`src/rtl/epsm_pkg.sv`:
```
package epsm_pkg;

   typedef logic [15:0]        cap_type;
   typedef logic [31:0]        ms_type;
   typedef logic signed [15:0] speed_type;
   typedef logic [15:0]        csr_data_type;
   typedef logic [2:0]         csr_index_type;

   // Register indexes on the configuration port.
   localparam csr_index_type CSR_STALL_TIMEOUT = 3'd0;
   localparam csr_index_type CSR_MAX_PERIOD    = 3'd1;
   localparam csr_index_type CSR_TICKS_PER_REV = 3'd2;
   localparam csr_index_type CSR_INVERT_RIGHT  = 3'd3;
   localparam csr_index_type CSR_INVERT_LEFT   = 3'd4;

   // Request operation codes.
   localparam logic OP_EDGE  = 1'b0;
   localparam logic OP_CHECK = 1'b1;

   // Register reset values.
   localparam logic [15:0] STALL_TIMEOUT_RESET = 16'd250;
   localparam logic [15:0] MAX_PERIOD_RESET    = 16'd62000;
   localparam logic [15:0] TICKS_PER_REV_RESET = 16'd1170;
   localparam logic        INVERT_RIGHT_RESET  = 1'b1;
   localparam logic        INVERT_LEFT_RESET   = 1'b0;

   // 60,000,000 us per minute times 100 for rpm x 100.
   localparam int          NUM_W           = 33;
   localparam logic [32:0] SPEED_NUMERATOR = 33'd6000000000;
   localparam logic [5:0]  DIV_STEPS       = 6'd33;

   localparam speed_type SPEED_MAX = 16'sd32767;
   localparam speed_type SPEED_MIN = -16'sd32768;

endpackage

```
`src/rtl/epsm_req_if.sv`:
```
interface epsm_req_if;
   import epsm_pkg::*;

   logic    valid;
   logic    ready;
   logic    operation;
   logic    channel;
   cap_type capture_us;
   logic    phase_b;
   ms_type  now_ms;

   modport source (output valid, operation, channel, capture_us, phase_b, now_ms,
                   input ready);
   modport sink (input valid, operation, channel, capture_us, phase_b, now_ms,
                 output ready);
endinterface

```
`src/rtl/epsm_rsp_if.sv`:
```
interface epsm_rsp_if;
   import epsm_pkg::*;

   logic      valid;
   logic      ready;
   speed_type speed_right;
   speed_type speed_left;

   modport source (output valid, speed_right, speed_left, input ready);
   modport sink (input valid, speed_right, speed_left, output ready);
endinterface

```
`src/rtl/encoder_period_speed_meter_unit.sv`:
```
// An edge request that updates the speed passes through the multiply state, 33 divide
// steps, the saturation state and the output state before its response is loaded.
// An edge request that leaves the speed alone goes straight to the output state, and a stall
// check visits both channels in the stall state first. One request is taken at a time; the
// next is accepted once the sequencer is back in idle after loading the previous response.
// Reset (synchronous, active high) restores register defaults and zeroes all channel state.
module encoder_period_speed_meter_unit (
   input  logic                   clock,
   input  logic                   reset,
   epsm_req_if.sink               req,
   epsm_rsp_if.source             rsp,
   input  logic                   csr_we,
   input  epsm_pkg::csr_index_type csr_index,
   input  epsm_pkg::csr_data_type  csr_wdata
);
   import epsm_pkg::*;

   // Sequencer states. MUL forms the divisor, DIV runs the shared restoring
   // divider one quotient bit per cycle, FIN saturates and stores the speed,
   // STALL walks the two channels through one shared age comparator, and DONE
   // hands the result to the output register.
   localparam logic [2:0] ST_IDLE  = 3'd0;
   localparam logic [2:0] ST_MUL   = 3'd1;
   localparam logic [2:0] ST_DIV   = 3'd2;
   localparam logic [2:0] ST_FIN   = 3'd3;
   localparam logic [2:0] ST_STALL = 3'd4;
   localparam logic [2:0] ST_DONE  = 3'd5;

   logic [2:0] state_ff, state_in;

   // Configuration registers.
   logic [15:0] stall_timeout_ff, max_period_ff, ticks_per_rev_ff;
   logic        invert_right_ff, invert_left_ff;

   // Per-channel state, index 0 is the right motor, index 1 the left.
   logic [1:0][15:0] last_cap_ff, last_cap_in;
   logic [1:0][31:0] last_edge_ff, last_edge_in;
   logic [1:0][15:0] speed_ff, speed_in;

   // Working registers of the current request.
   logic        ch_ff, ch_in;
   logic        neg_ff, neg_in;
   logic [15:0] period_ff, period_in;
   logic [31:0] now_ff, now_in;
   logic [31:0] div_ff, div_in;
   logic [31:0] rem_ff, rem_in;
   logic [NUM_W-1:0] num_ff, num_in;
   logic [5:0]  count_ff, count_in;

   // Output register.
   logic        rsp_valid_ff, rsp_valid_in;
   speed_type   rsp_right_ff, rsp_right_in;
   speed_type   rsp_left_ff, rsp_left_in;

   logic        accept;
   logic [15:0] period_calc;
   logic        inv_sel;
   logic [32:0] shifted;
   logic [33:0] trial;
   logic [31:0] age;
   speed_type   speed_sat;

   assign req.ready   = (state_ff == ST_IDLE);
   assign accept      = req.valid && req.ready;
   assign rsp.valid   = rsp_valid_ff;
   assign rsp.speed_right = rsp_right_ff;
   assign rsp.speed_left  = rsp_left_ff;

   // Wrapping 16-bit period since the channel's previous edge.
   assign period_calc = req.capture_us - last_cap_ff[req.channel];
   assign inv_sel     = req.channel ? invert_left_ff : invert_right_ff;

   // One restoring divide step: bring down the next numerator bit and try to
   // subtract the divisor. A zero divisor never borrows, so the quotient comes
   // out all ones and saturates, as required.
   assign shifted = {rem_ff, num_ff[NUM_W-1]};
   assign trial   = {1'b0, shifted} - {2'b00, div_ff};

   // Age of the channel under inspection, modulo 2^32.
   assign age = now_ff - last_edge_ff[ch_ff];

   // Sign and saturate the quotient to int16.
   always_comb begin
      if (neg_ff) begin
         if (num_ff >= 33'd32768) begin
            speed_sat = SPEED_MIN;
         end else begin
            speed_sat = -$signed(num_ff[15:0]);
         end
      end else begin
         if (num_ff > 33'd32767) begin
            speed_sat = SPEED_MAX;
         end else begin
            speed_sat = $signed(num_ff[15:0]);
         end
      end
   end

   always_comb begin
      state_in     = state_ff;
      last_cap_in  = last_cap_ff;
      last_edge_in = last_edge_ff;
      speed_in     = speed_ff;
      ch_in        = ch_ff;
      neg_in       = neg_ff;
      period_in    = period_ff;
      now_in       = now_ff;
      div_in       = div_ff;
      rem_in       = rem_ff;
      num_in       = num_ff;
      count_in     = count_ff;
      rsp_valid_in = rsp_valid_ff;
      rsp_right_in = rsp_right_ff;
      rsp_left_in  = rsp_left_ff;

      // The consumer taking a response frees the output register.
      if (rsp_valid_ff && rsp.ready) begin
         rsp_valid_in = 1'b0;
      end

      case (state_ff)
         ST_IDLE: begin
            if (accept) begin
               now_in = req.now_ms;
               if (req.operation == OP_EDGE) begin
                  // The stamp and edge time are recorded for every edge.
                  ch_in                     = req.channel;
                  neg_in                    = (req.phase_b == inv_sel);
                  period_in                 = period_calc;
                  last_cap_in[req.channel]  = req.capture_us;
                  last_edge_in[req.channel] = req.now_ms;
                  // Only a nonzero period below the limit updates the speed.
                  if (period_calc != 16'd0 && period_calc < max_period_ff) begin
                     state_in = ST_MUL;
                  end else begin
                     state_in = ST_DONE;
                  end
               end else begin
                  ch_in    = 1'b0;
                  state_in = ST_STALL;
               end
            end
         end
         ST_MUL: begin
            div_in   = 32'(ticks_per_rev_ff) * 32'(period_ff);
            rem_in   = 32'd0;
            num_in   = SPEED_NUMERATOR;
            count_in = DIV_STEPS;
            state_in = ST_DIV;
         end
         ST_DIV: begin
            if (!trial[33]) begin
               rem_in = trial[31:0];
               num_in = {num_ff[NUM_W-2:0], 1'b1};
            end else begin
               rem_in = shifted[31:0];
               num_in = {num_ff[NUM_W-2:0], 1'b0};
            end
            count_in = count_ff - 6'd1;
            if (count_ff == 6'd1) begin
               state_in = ST_FIN;
            end
         end
         ST_FIN: begin
            speed_in[ch_ff] = speed_sat;
            state_in        = ST_DONE;
         end
         ST_STALL: begin
            // A channel is zeroed only when its age strictly exceeds the timeout.
            if (age > {16'd0, stall_timeout_ff}) begin
               speed_in[ch_ff] = 16'd0;
            end
            if (ch_ff) begin
               state_in = ST_DONE;
            end else begin
               ch_in = 1'b1;
            end
         end
         ST_DONE: begin
            // Wait until the output register is free before loading it.
            if (!rsp_valid_ff || rsp.ready) begin
               rsp_valid_in = 1'b1;
               rsp_right_in = speed_ff[0];
               rsp_left_in  = speed_ff[1];
               state_in     = ST_IDLE;
            end
         end
         default: begin
            state_in = ST_IDLE;
         end
      endcase
   end

   always_ff @(posedge clock) begin
      if (reset) begin
         state_ff         <= ST_IDLE;
         stall_timeout_ff <= STALL_TIMEOUT_RESET;
         max_period_ff    <= MAX_PERIOD_RESET;
         ticks_per_rev_ff <= TICKS_PER_REV_RESET;
         invert_right_ff  <= INVERT_RIGHT_RESET;
         invert_left_ff   <= INVERT_LEFT_RESET;
         last_cap_ff      <= '0;
         last_edge_ff     <= '0;
         speed_ff         <= '0;
         count_ff         <= 6'd0;
         rsp_valid_ff     <= 1'b0;
      end else begin
         state_ff     <= state_in;
         last_cap_ff  <= last_cap_in;
         last_edge_ff <= last_edge_in;
         speed_ff     <= speed_in;
         count_ff     <= count_in;
         rsp_valid_ff <= rsp_valid_in;
         // Register writes are to arrive only while the block is idle; the block does not enforce it.
         if (csr_we) begin
            case (csr_index)
               CSR_STALL_TIMEOUT: stall_timeout_ff <= csr_wdata;
               CSR_MAX_PERIOD:    max_period_ff    <= csr_wdata;
               CSR_TICKS_PER_REV: ticks_per_rev_ff <= csr_wdata;
               CSR_INVERT_RIGHT:  invert_right_ff  <= csr_wdata[0];
               CSR_INVERT_LEFT:   invert_left_ff   <= csr_wdata[0];
               default: begin
               end
            endcase
         end
      end
   end

   // Datapath registers carry no reset.
   always_ff @(posedge clock) begin
      ch_ff        <= ch_in;
      neg_ff       <= neg_in;
      period_ff    <= period_in;
      now_ff       <= now_in;
      div_ff       <= div_in;
      rem_ff       <= rem_in;
      num_ff       <= num_in;
      rsp_right_ff <= rsp_right_in;
      rsp_left_ff  <= rsp_left_in;
   end

   // The divide counter runs only while the divider is active.
   assert property (@(posedge clock) disable iff (reset)
      (state_ff != ST_DIV) |-> (count_ff == 6'd0))
      else $error("divide counter active outside the divide state");

   // A response is loaded only from the output state.
   assert property (@(posedge clock) disable iff (reset)
      $rose(rsp_valid_ff) |-> ($past(state_ff) == ST_DONE))
      else $error("response loaded outside the output state");

   // Stored speeds do not move while a division is in flight.
   assert property (@(posedge clock) disable iff (reset)
      (state_ff == ST_DIV) |=> $stable(speed_ff))
      else $error("speed changed during division");

   // An accepted request always starts the sequencer.
   assert property (@(posedge clock) disable iff (reset)
      accept |=> (state_ff != ST_IDLE))
      else $error("accepted request did not start the sequencer");

endmodule
```
`src/flat_wrapper.sv`:
```
// flat-port wrapper written by rule: the top's interface ports become plain ports
module encoder_period_speed_meter_unit_flat import epsm_pkg::*;
  (clock, reset, csr_we, csr_index, csr_wdata, req_valid, req_operation, req_channel, req_capture_us, req_phase_b, req_now_ms, req_ready, rsp_valid, rsp_speed_right, rsp_speed_left, rsp_ready);
  epsm_req_if req_i ();
  epsm_rsp_if rsp_i ();
  input  logic clock;
  input  logic reset;
  input  logic csr_we;
  input  epsm_pkg::csr_index_type csr_index;
  input  epsm_pkg::csr_data_type csr_wdata;
  input wire logic [$bits(req_i.valid)-1:0] req_valid;
  input wire logic [$bits(req_i.operation)-1:0] req_operation;
  input wire logic [$bits(req_i.channel)-1:0] req_channel;
  input wire logic [$bits(req_i.capture_us)-1:0] req_capture_us;
  input wire logic [$bits(req_i.phase_b)-1:0] req_phase_b;
  input wire logic [$bits(req_i.now_ms)-1:0] req_now_ms;
  output wire logic [$bits(req_i.ready)-1:0] req_ready;
  output wire logic [$bits(rsp_i.valid)-1:0] rsp_valid;
  output wire logic [$bits(rsp_i.speed_right)-1:0] rsp_speed_right;
  output wire logic [$bits(rsp_i.speed_left)-1:0] rsp_speed_left;
  input wire logic [$bits(rsp_i.ready)-1:0] rsp_ready;
  assign req_i.valid = req_valid;
  assign req_i.operation = req_operation;
  assign req_i.channel = req_channel;
  assign req_i.capture_us = req_capture_us;
  assign req_i.phase_b = req_phase_b;
  assign req_i.now_ms = req_now_ms;
  assign req_ready = req_i.ready;
  assign rsp_valid = rsp_i.valid;
  assign rsp_speed_right = rsp_i.speed_right;
  assign rsp_speed_left = rsp_i.speed_left;
  assign rsp_i.ready = rsp_ready;
  encoder_period_speed_meter_unit u_core (.clock(clock), .reset(reset), .req(req_i), .rsp(rsp_i), .csr_we(csr_we), .csr_index(csr_index), .csr_wdata(csr_wdata));
endmodule
```
`config.mk`:
```
export PLATFORM = sky130hd
export DESIGN_NAME = encoder_period_speed_meter_unit_flat
export DESIGN_NICKNAME = d
export VERILOG_FILES = /design/src/rtl/epsm_pkg.sv /design/src/rtl/epsm_req_if.sv /design/src/rtl/epsm_rsp_if.sv /design/src/rtl/encoder_period_speed_meter_unit.sv /design/src/flat_wrapper.sv
export SDC_FILE = /design/constraint.sdc
export NUM_CORES = 1
export LEC_CHECK = 0
export BUFFER_PORTS_ARGS = -buffer_cell sky130_fd_sc_hd__buf_2
export CAP_MARGIN = 5
export CORE_MARGIN = 1.5
export CORE_UTILIZATION = 35
export DETAILED_ROUTE_END_ITERATION = 6
export GPL_TIMING_DRIVEN = 0
export MAX_ROUTING_LAYER = met4
export SETUP_SLACK_MARGIN = 0.1
export SLEW_MARGIN = 5
export SYNTH_ARGS = -nofsm -noshare
export SYNTH_HDL_FRONTEND = slang
export SYNTH_SLANG_ARGS = --single-unit
```
`constraint.sdc`:
```
create_clock -name clock -period 16.9 [get_ports clock]
set_input_delay 0.845 -clock clock [delete_from_list [all_inputs] [get_ports clock]]
set_output_delay 0.845 -clock clock [all_outputs]
set_load 0.05 [all_outputs]
```
* After elaboration in Yosys (flattened, before gate mapping)
Cells that the tools add are included.
Word-level totals: register bits after elaboration 367
Operators by class: add/subtract/negate cells 5, bitwise operators 3, $mul 1, muxes and demuxes 37, equality and inequality tests 16, $lt $le $gt $ge 8, reductions and logical operators 24
Operators by type and width (number):
- 32-bit 2-to-1 mux | 5
- 32-bit one-hot mux with 2 select lines | 2
- 16-bit 2-to-1 mux | 7
- 33-bit one-hot mux with 2 select lines | 1
- 32-bit bitwise mux | 2
- 64-bit bitwise mux | 1
- 33-bit by 32-bit subtractor with 34-bit output | 1
- 33-bit by 16-bit greater-or-equal comparator with 1-bit output, second input constant | 1
- 33-bit by 15-bit greater-than comparator with 1-bit output, second input constant | 1
- 32-bit bitwise AND | 1
- 16-bit demux with 1-bit select | 2
- 32-bit demux with 1-bit select | 1
- 32-bit by 16-bit greater-than comparator with 1-bit output | 1
- 16-bit by 16-bit multiplier with 32-bit output | 1
- 32-bit inverter | 1
- 32-bit subtractor | 1
- 3-bit 2-to-1 mux | 6
- 3-bit one-hot mux with 6 select lines | 1
- 2-bit AND reduction | 9
- 16-bit less-than comparator | 1
- 16-bit negation | 1
- 16-bit nonzero test | 1
- 16-bit subtractor | 1
- 3-bit by 2-bit equality test with 1-bit output, second input constant | 4
- 20 further kinds | 41

* Logic depth before layout (Yosys ltp)
Gate-level depths: netlist of the first run.
word-level depth 9, gate-level depth with buffers 27, mapped depth without buffers 25

* Worst setup path after synthesis of the first run
Ideal clock, no wire load.
path kind reg-to-reg, from reg u_core.period_ff[15], to reg u_core.div_ff[30] (data pin), clock period less this slack 6128 ps, setup slack 10772 ps, buffers on the path 1, setup time 263 ps, stages on the path, launching flop included 24, required time 16637 ps, data arrival time 5866 ps, cells stage by stage edfxtp_1 -> clkbuf_1 -> nand2_1 -> fa_1 -> fa_1 -> inv_1 -> fa_1 -> fa_1 -> fa_1 -> inv_1 -> fa_1 -> inv_1 -> ha_1 -> a21o_1 -> a21o_1 -> a21oi_1 -> o21a_1 -> a311oi_1 -> o21bai_1 -> nand2_1 -> nand2_1 -> a21oi_1 -> a311oi_1 -> xnor2_1
Between the ends: cells in the longest elaborated chain, start to end 1
RTL lines:
- from (decl) | line encoder_period_speed_meter_unit.sv:43 | logic [15:0] period_ff, period_in;
- from (signal assigned) | line encoder_period_speed_meter_unit.sv:233 | period_ff <= period_in;
- 16-bit by 16-bit multiplier with 32-bit output | line encoder_period_speed_meter_unit.sv:145 | div_in = 32'(ticks_per_rev_ff) * 32'(period_ff);
- to (signal assigned) | line encoder_period_speed_meter_unit.sv:235 | div_ff <= div_in;
- to (decl) | line encoder_period_speed_meter_unit.sv:45 | logic [31:0] div_ff, div_in;
Every way passes these cells. A chain may end at the register's enable or synchronous reset.

* Worst setup path in the final report of the first run
from reg u_core.ticks_per_rev_ff[4], to reg u_core.div_ff[30] (data pin)
Between the ends: cells in the longest elaborated chain, start to end 1
RTL lines:
- from (decl) | line encoder_period_speed_meter_unit.sv:32 | logic [15:0] stall_timeout_ff, max_period_ff, ticks_per_rev_ff;
- from (signal assigned) | line encoder_period_speed_meter_unit.sv:219 | CSR_TICKS_PER_REV: ticks_per_rev_ff <= csr_wdata;
- 16-bit by 16-bit multiplier with 32-bit output | line encoder_period_speed_meter_unit.sv:145
Every way passes these cells.

==> qor.txt, run 1 <==
CTS Buf Count -> 41
Worst hold start -> u_core.speed_ff[2]
Vias per cell -> 4.97
Maxcap violations -> 0
Largest cells by area after synthesis -> edfxtp_1, fa_1, dfxtp_1
Via Count -> 20596
Cells after Synth -> 2920
Root Buffer -> clkbuf_16
Flops & latches, synth -> 367
Die X -> 282 um
Setup TNS -> 0 ns
Asr flop ratio synth -> 0%
Share of cells above drive strength 1 -> 6.92%
Post-Syn Nets -> 3409
Worst clock skew -> 0.0314 ns
Port buffer count -> 107
Final ANT Viol Nets -> 0
HP Class -> reg -> reg
Area Growth Syn to Fin -> 12.2%
Worst reg2reg path depth -> 21
Synth warnings -> 0
CTS tree -> built
Register area share after synthesis -> 33.6%
Post_cts resized -> 0
Synth cell types -> 75
Crit path DAT -> 7.66 ns
Most frequent cells in the layout -> nand2_1, inv_1, a21oi_1
Die ar. -> 79300 um^2
Height of the die -> 282 um
Setup Crit Path Kind -> reg -> reg
Worst-path fanout max -> 10
Most frequent CP cell -> fa_1
Relative slew slack -> 24.0%
Postcts setup bufs -> 0
Maximum clock path buffer count -> 3
First-pass GRT wire length -> 109000 um
Drt drc -> 0
Placed cell area -> 29100 um^2
LEAKAGE -> 0.0130 uW
Gpl congestion -> 0.913
Largest net degree at the start of global routing -> 64
Cts hold-fix bufs -> 0
Core area -> 76300 um^2
GR Util All Layers -> 17.8%
Required time of the critical path -> 17.21 ns
Hold worst-path end -> u_core.rsp.speed_right[2]
Top Ports -> 109
Minimum clock period -> 7.36 ns
Setup violators final -> 0
Slowest stage delay, CP -> 0.60 ns
Filler cells -> 7746
Yosys top cell by area -> edfxtp_1
RSZ-0062 raised after global routing -> false
Initial antenna violation count -> 6
Clock-pin slew on the worst setup and hold paths -> 0.06 ns
Grt total ovfl -> 0
CP max-delay cell -> dfxtp_1
Top cell type's share of synthesized area -> 19.8%
Max Fclk -> 136 MHz
Clk_lat worst skew -> 0.59 ns
Syn Std Cell Area -> 27200 um^2
Final wirelength -> 68600 um
Hold depth -> 0
FF/Latch Area -> 9140 um^2
Fin area -> 30500 um^2
Vias in the first global route -> 20437
Drt wl/cell -> 16.6 um
R2r startpoint -> u_core.ticks_per_rev_ff[4]
H-tree levels -> 2
Final core occ -> 39.9%
Ys flop type -> dfxtp_1
Setup crit start kind -> flip-flop
DR iter-0 viols -> 1300
Crit. End Element -> flip-flop
Period utilization -> 43.5%
FP Rows -> 101
1st-pass router iterations -> 5
Initial Util -> 35.6%
Final hold vios -> 0
PwrDens -> 141 nW/um^2
Post-synth EDFFs -> 179
VDD IR max -> 0.0896 mV
Syn Area/Cell -> 9.30 um^2
Crit path cell chain -> clkbuf_1, nand2_1, fa_1, inv_1, fa_1, fa_1, fa_1, fa_1, inv_1, fa_1, inv_1, ha_1, nand4_1, o21a_1, a311oi_1, o21bai_1, nand2_1, nand2_1, a21oi_1, a311oi_1, xnor2_1
R2R Path End -> u_core.div_ff[30]
Fin. max-slew vios -> 0
Status -> finished, final reports clean
# clock sinks -> 367
Multi-input logic area -> 16300 um^2
Reg2Reg Setup Slack -> 9.54 ns
Worst-Margin Slew -> 1.13 ns
Commonest non-fill, non-tap cell in the layout -> nand2_1
Fin nets -> 3563
HPWL Detailed -> 53000 um
## metrics by stage
step	total power [uW]	hold WS (ns)	setup slack, ns	cells
3_5_place_dp	3390	0.411	9.57	4061
4_1_cts	4330	0.425	9.54	4137
3_3_place_gp	3380	0.408	9.47	4057
2_1_floorplan	2850	0.401	10.77	2920
6_report	4290	0.423	9.54	4141
5_1_grt	4650	0.438	9.28	4141
## worst max-delay path, delay by kind of cell (launching register included)
family,cells,cell delay [ns]
AO/OA/AOI/OAI,5,1.31
XOR/XNOR,1,0.14
adder cells (fa/ha/maj),7,3.67
buffers and inverters,4,0.73
flip-flops,1,0.60
AND/OR/NAND/NOR,4,0.63
## cell usage after synthesis (35+ instances only)
| cell type | instances |
|---|---|
| nor2_1 | 135 |
| inv_1 | 326 |
| nor3_1 | 35 |
| fa_1 | 197 |
| and2_1 | 135 |
| ha_1 | 217 |
| mux2i_1 | 99 |
| nand2b_1 | 52 |
| clkbuf_1 | 106 |
| dfxtp_1 | 188 |
| xnor2_1 | 59 |
| o21ai_0 | 59 |
| a21oi_1 | 227 |
| a21o_1 | 46 |
| nand2_1 | 495 |
| edfxtp_1 | 179 |
## where the power goes
group,internal [uW],switching [uW]
clock network,526,390
logic,885,1260
registers,1150,84.3
## layer usage
metal  GRT usage, %  part of all wire, %  routed length, um
met1           24.0                   47              31900
met2           27.9                   45              31100
met3           2.98                  6.1               4150
met4           4.48                  2.1               1430
met5              -                    0                  0
## kinds of logic after synthesis
kind of cell | Yosys count | synth area share [%]
buf+inv | 447 | 6.33
flops | 367 | 33.6
fa+ha+maj | 414 | 24.5
compound gates | 498 | 11.5
simple gates | 996 | 17.0
xor+xnor | 88 | 2.84
mux | 110 | 4.10
## area by class of cell
class / instances / share of cell area, %
inverter: 326 / 4.02
antenna: 4 / 0.0329
buffer: 121 / 1.62
timing repair buffer: 111 / 1.95
sequential: 367 / 30.0
clock buffer: 56 / 3.85
multi-input combinational: 2106 / 53.6
clock inverter: 20 / 0.731
tap: 1030 / 4.23
## how the worst max path moves through the flow
stage / from / to / depth (start not counted)
floorplan: u_core.period_ff[15] / u_core.div_ff[30] / 23
global placement: u_core.state_ff[1] / u_core.rem_ff[17] / 4
detailed placement: u_core.ticks_per_rev_ff[4] / u_core.div_ff[30] / 21
CTS: u_core.ticks_per_rev_ff[4] / u_core.div_ff[30] / 21
global route: u_core.ticks_per_rev_ff[4] / u_core.div_ff[30] / 21
finish: u_core.ticks_per_rev_ff[4] / u_core.div_ff[30] / 21
## state kept, by name, indices dropped and copies added (netlist names), 6 cells and up
name                     count
u_core.rsp.speed_left       16
u_core.count_ff              6
u_core.div_ff               32
u_core.rem_ff               32
u_core.max_period_ff        16
u_core.num_ff               33
u_core.period_ff            16
u_core.last_cap_ff          32
u_core.now_ff               32
u_core.speed_ff             32
u_core.stall_timeout_ff     16
u_core.rsp.speed_right      16
u_core.ticks_per_rev_ff     16
u_core.last_edge_ff         64
Note: power is estimated with default switching activity, not from simulation.
==> inputs of run 2 (changes only) <==
==> constraint.sdc (replaced) <==
create_clock -name clock -period 7.06 [get_ports clock]
set_input_delay 0.353 -clock clock [delete_from_list [all_inputs] [get_ports clock]]
set_output_delay 0.353 -clock clock [all_outputs]
set_load 0.05 [all_outputs]
==> run 2 against run 1 <==
Hold slack got worse by 0.39 ns. Clock skew barely moved. Clock power rose by 140%. Sequential power rose by 140%. Combinational power rose by 140%.
==> qor.txt, run 2 (synthesized netlist as in run 1, its figures left out) <==
Status -> finished, final reports clean
Fin nets -> 3616
RSZ-0062 raised after global routing -> false
Max reg flops -> 64
HPWL Detailed -> 53000 um
Sequential share of power -> 28.5%
Setup crit start kind -> flip-flop
CTS tree -> built
Switch share -> 40.3%
Final core occ -> 40.7%
Max Fclk -> 149 MHz
GR Util All Layers -> 17.9%
Setup Crit Path Kind -> reg -> reg
Initial Util -> 35.6%
Setup ws final -> 0.369 ns
Area Growth Syn to Fin -> 14.4%
Height of the die -> 282 um
Dpl cells -> 4061
Most frequent cells in the layout -> nand2_1, inv_1, a21oi_1
Root Buffer -> clkbuf_16
Vias in the first global route -> 20565
Combinational share of power -> 50.4%
Filler cells -> 7701
Clock share of power -> 21.2%
Minimum clock period -> 6.69 ns
Largest net degree at the start of global routing -> 64
Maximum clock path buffer count -> 3
Final std cells w/o fill -> 4193
Clk_lat worst skew -> 0.59 ns
Gpl congestion -> 0.913
Core area -> 76300 um^2
Period utilization -> 94.8%
Final wirelength -> 69000 um
Grt total ovfl -> 0
Pre-CTS WS -> -0.271 ns
Initial antenna violation count -> 5
Top Ports -> 109
DR iter-0 viols -> 1186
PwrDens -> 333 nW/um^2
Worst reg2reg path depth -> 23
VDD IR max -> 0.226 mV
CTS Buf Count -> 41
Setup violators final -> 0
Worst clock skew -> 0.0312 ns
Critical Path Source -> u_core.ticks_per_rev_ff[4]
Die ar. -> 79300 um^2
FP Rows -> 101
Relative slew slack -> 24.5%
Most frequent CP cell -> fa_1
Reg2Reg Setup Slack -> 0.37 ns
R2r startpoint -> u_core.ticks_per_rev_ff[4]
Required time of the critical path -> 7.37 ns
R2R Path End -> u_core.div_ff[31]
Slowest stage delay, CP -> 0.57 ns
Share of cells above drive strength 1 -> 9.05%
H-tree levels -> 2
Final ANT Viol Nets -> 0
Vias per cell -> 4.97
Net Sw Power -> 4170 uW
Clock-pin slew on the worst setup and hold paths -> 0.06 ns
HP Class -> in -> reg
Via Count -> 20825
Internal power -> 6180 uW
Crit path DAT -> 7.00 ns
Setup crit end -> u_core.div_ff[31]
LEAKAGE -> 0.0134 uW
Crit path cell chain -> buf_4, nand2_1, fa_1, inv_1, fa_1, fa_1, fa_1, fa_1, inv_1, fa_1, inv_1, ha_1, a21o_1, a21oi_1, o21ai_0, a21oi_1, o31ai_1, nand2_1, o21ai_1, o22a_1, a211o_1, a21oi_1, xnor2_1
First-pass GRT wire length -> 110000 um
Port buffer count -> 107
Worst-path fanout max -> 10
Die X -> 282 um
Drt wl/cell -> 16.4 um
CP max-delay cell -> fa_1
1st-pass router iterations -> 5
# clock sinks -> 367
Drt drc -> 0
Final hold vios -> 0
Fin. max-slew vios -> 0
Worst-Margin Slew -> 1.12 ns
Crit. End Element -> flip-flop
Top Registers -> u_core.last_edge_ff (64), u_core.num_ff (33)
Commonest non-fill, non-tap cell in the layout -> nand2_1
Most flop-heavy register -> u_core.last_edge_ff
Maxcap violations -> 0
## run 2: cell types whose count changed in the layout (fill, tap and decap cells not counted), sizes merged
cell,delta
dlygate4sd3,+32
clkbuf,-13
diode,-1
buf,+34
## run 2: worst max-delay path, delay by kind of cell, from the launching register on
family          cells  cell delay [ns]
xor+xnor            1             0.08
compound gates      9             1.64
flops               1             0.47
fa+ha+maj           7             3.61
buf+inv             4             0.43
simple gates        2             0.18
## run 2: timing repair
| item | 4_1_cts | 5_1_grt |
|---|---|---|
| pin swaps | 0 | 2 |
| gates resized for setup | 41 | 59 |
| hold buffers | 31 | 1 |
| endpoints found under the setup margin | 6 | 37 |
| buffers inserted | 2 | 19 |
| hold endpoints to repair | 50 | 1 |
## run 2: routing by layer
layer / track usage, % / wire length (um)
met4: 4.25 / 1290
met3: 2.93 / 3890
met2: 28.1 / 31600
met1: 24.0 / 32200
met5: - / 0
## run 2: layout make-up
type	instances	area (um^2)	share of cell area (%)
clock inverters	20	223	0.717
multi-input cells	2106	16300	52.6
well taps	1030	1290	4.15
diodes	3	7.51	0.0242
plain buffers	121	579	1.86
repair buffers	164	1070	3.45
clock buffers	56	1170	3.78
inverters	326	1230	3.95
flip-flops and latches	367	9160	29.5
## run 2: power groups by stage
stage / clock network, uW / logic, uW / registers [uW]
floorplan: 0 / 3880 / 2950
global placement: 0 / 5070 / 3020
detailed placement: 0 / 5120 / 3000
CTS: 2250 / 5200 / 2960
global route: 2320 / 5890 / 2980
finish: 2190 / 5210 / 2940
## run 2: stage by stage
step                      power (uW)  area (um^2)  hold WS [ns]  TNS, ns
after floorplan                 6830        27200         0.401        0
after global placement          8080        29000         0.408   -24.15
after detailed placement        8120        29100         0.411   -0.979
after CTS                      10400        30800      0.000475        0
after global routing           11200        31100        0.0205        0
final                          10300        31100        0.0302        0
## run 2: worst min-delay path by stage
stage / startpoint / to / slack (ns) / cells past startpoint
floorplan: u_core.speed_ff[26] / u_core.rsp.speed_left[10] / 0.40 / 0
detailed placement: u_core.speed_ff[2] / u_core.rsp.speed_right[2] / 0.41 / 0
global route: req_capture_us[7] / u_core.last_cap_ff[7] / 0.02 / 3
finish: csr_wdata[14] / u_core.max_period_ff[14] / 0.03 / 2
CTS: csr_wdata[14] / u_core.max_period_ff[14] / 0.0005 / 2
global placement: u_core.speed_ff[18] / u_core.rsp.speed_left[2] / 0.41 / 0
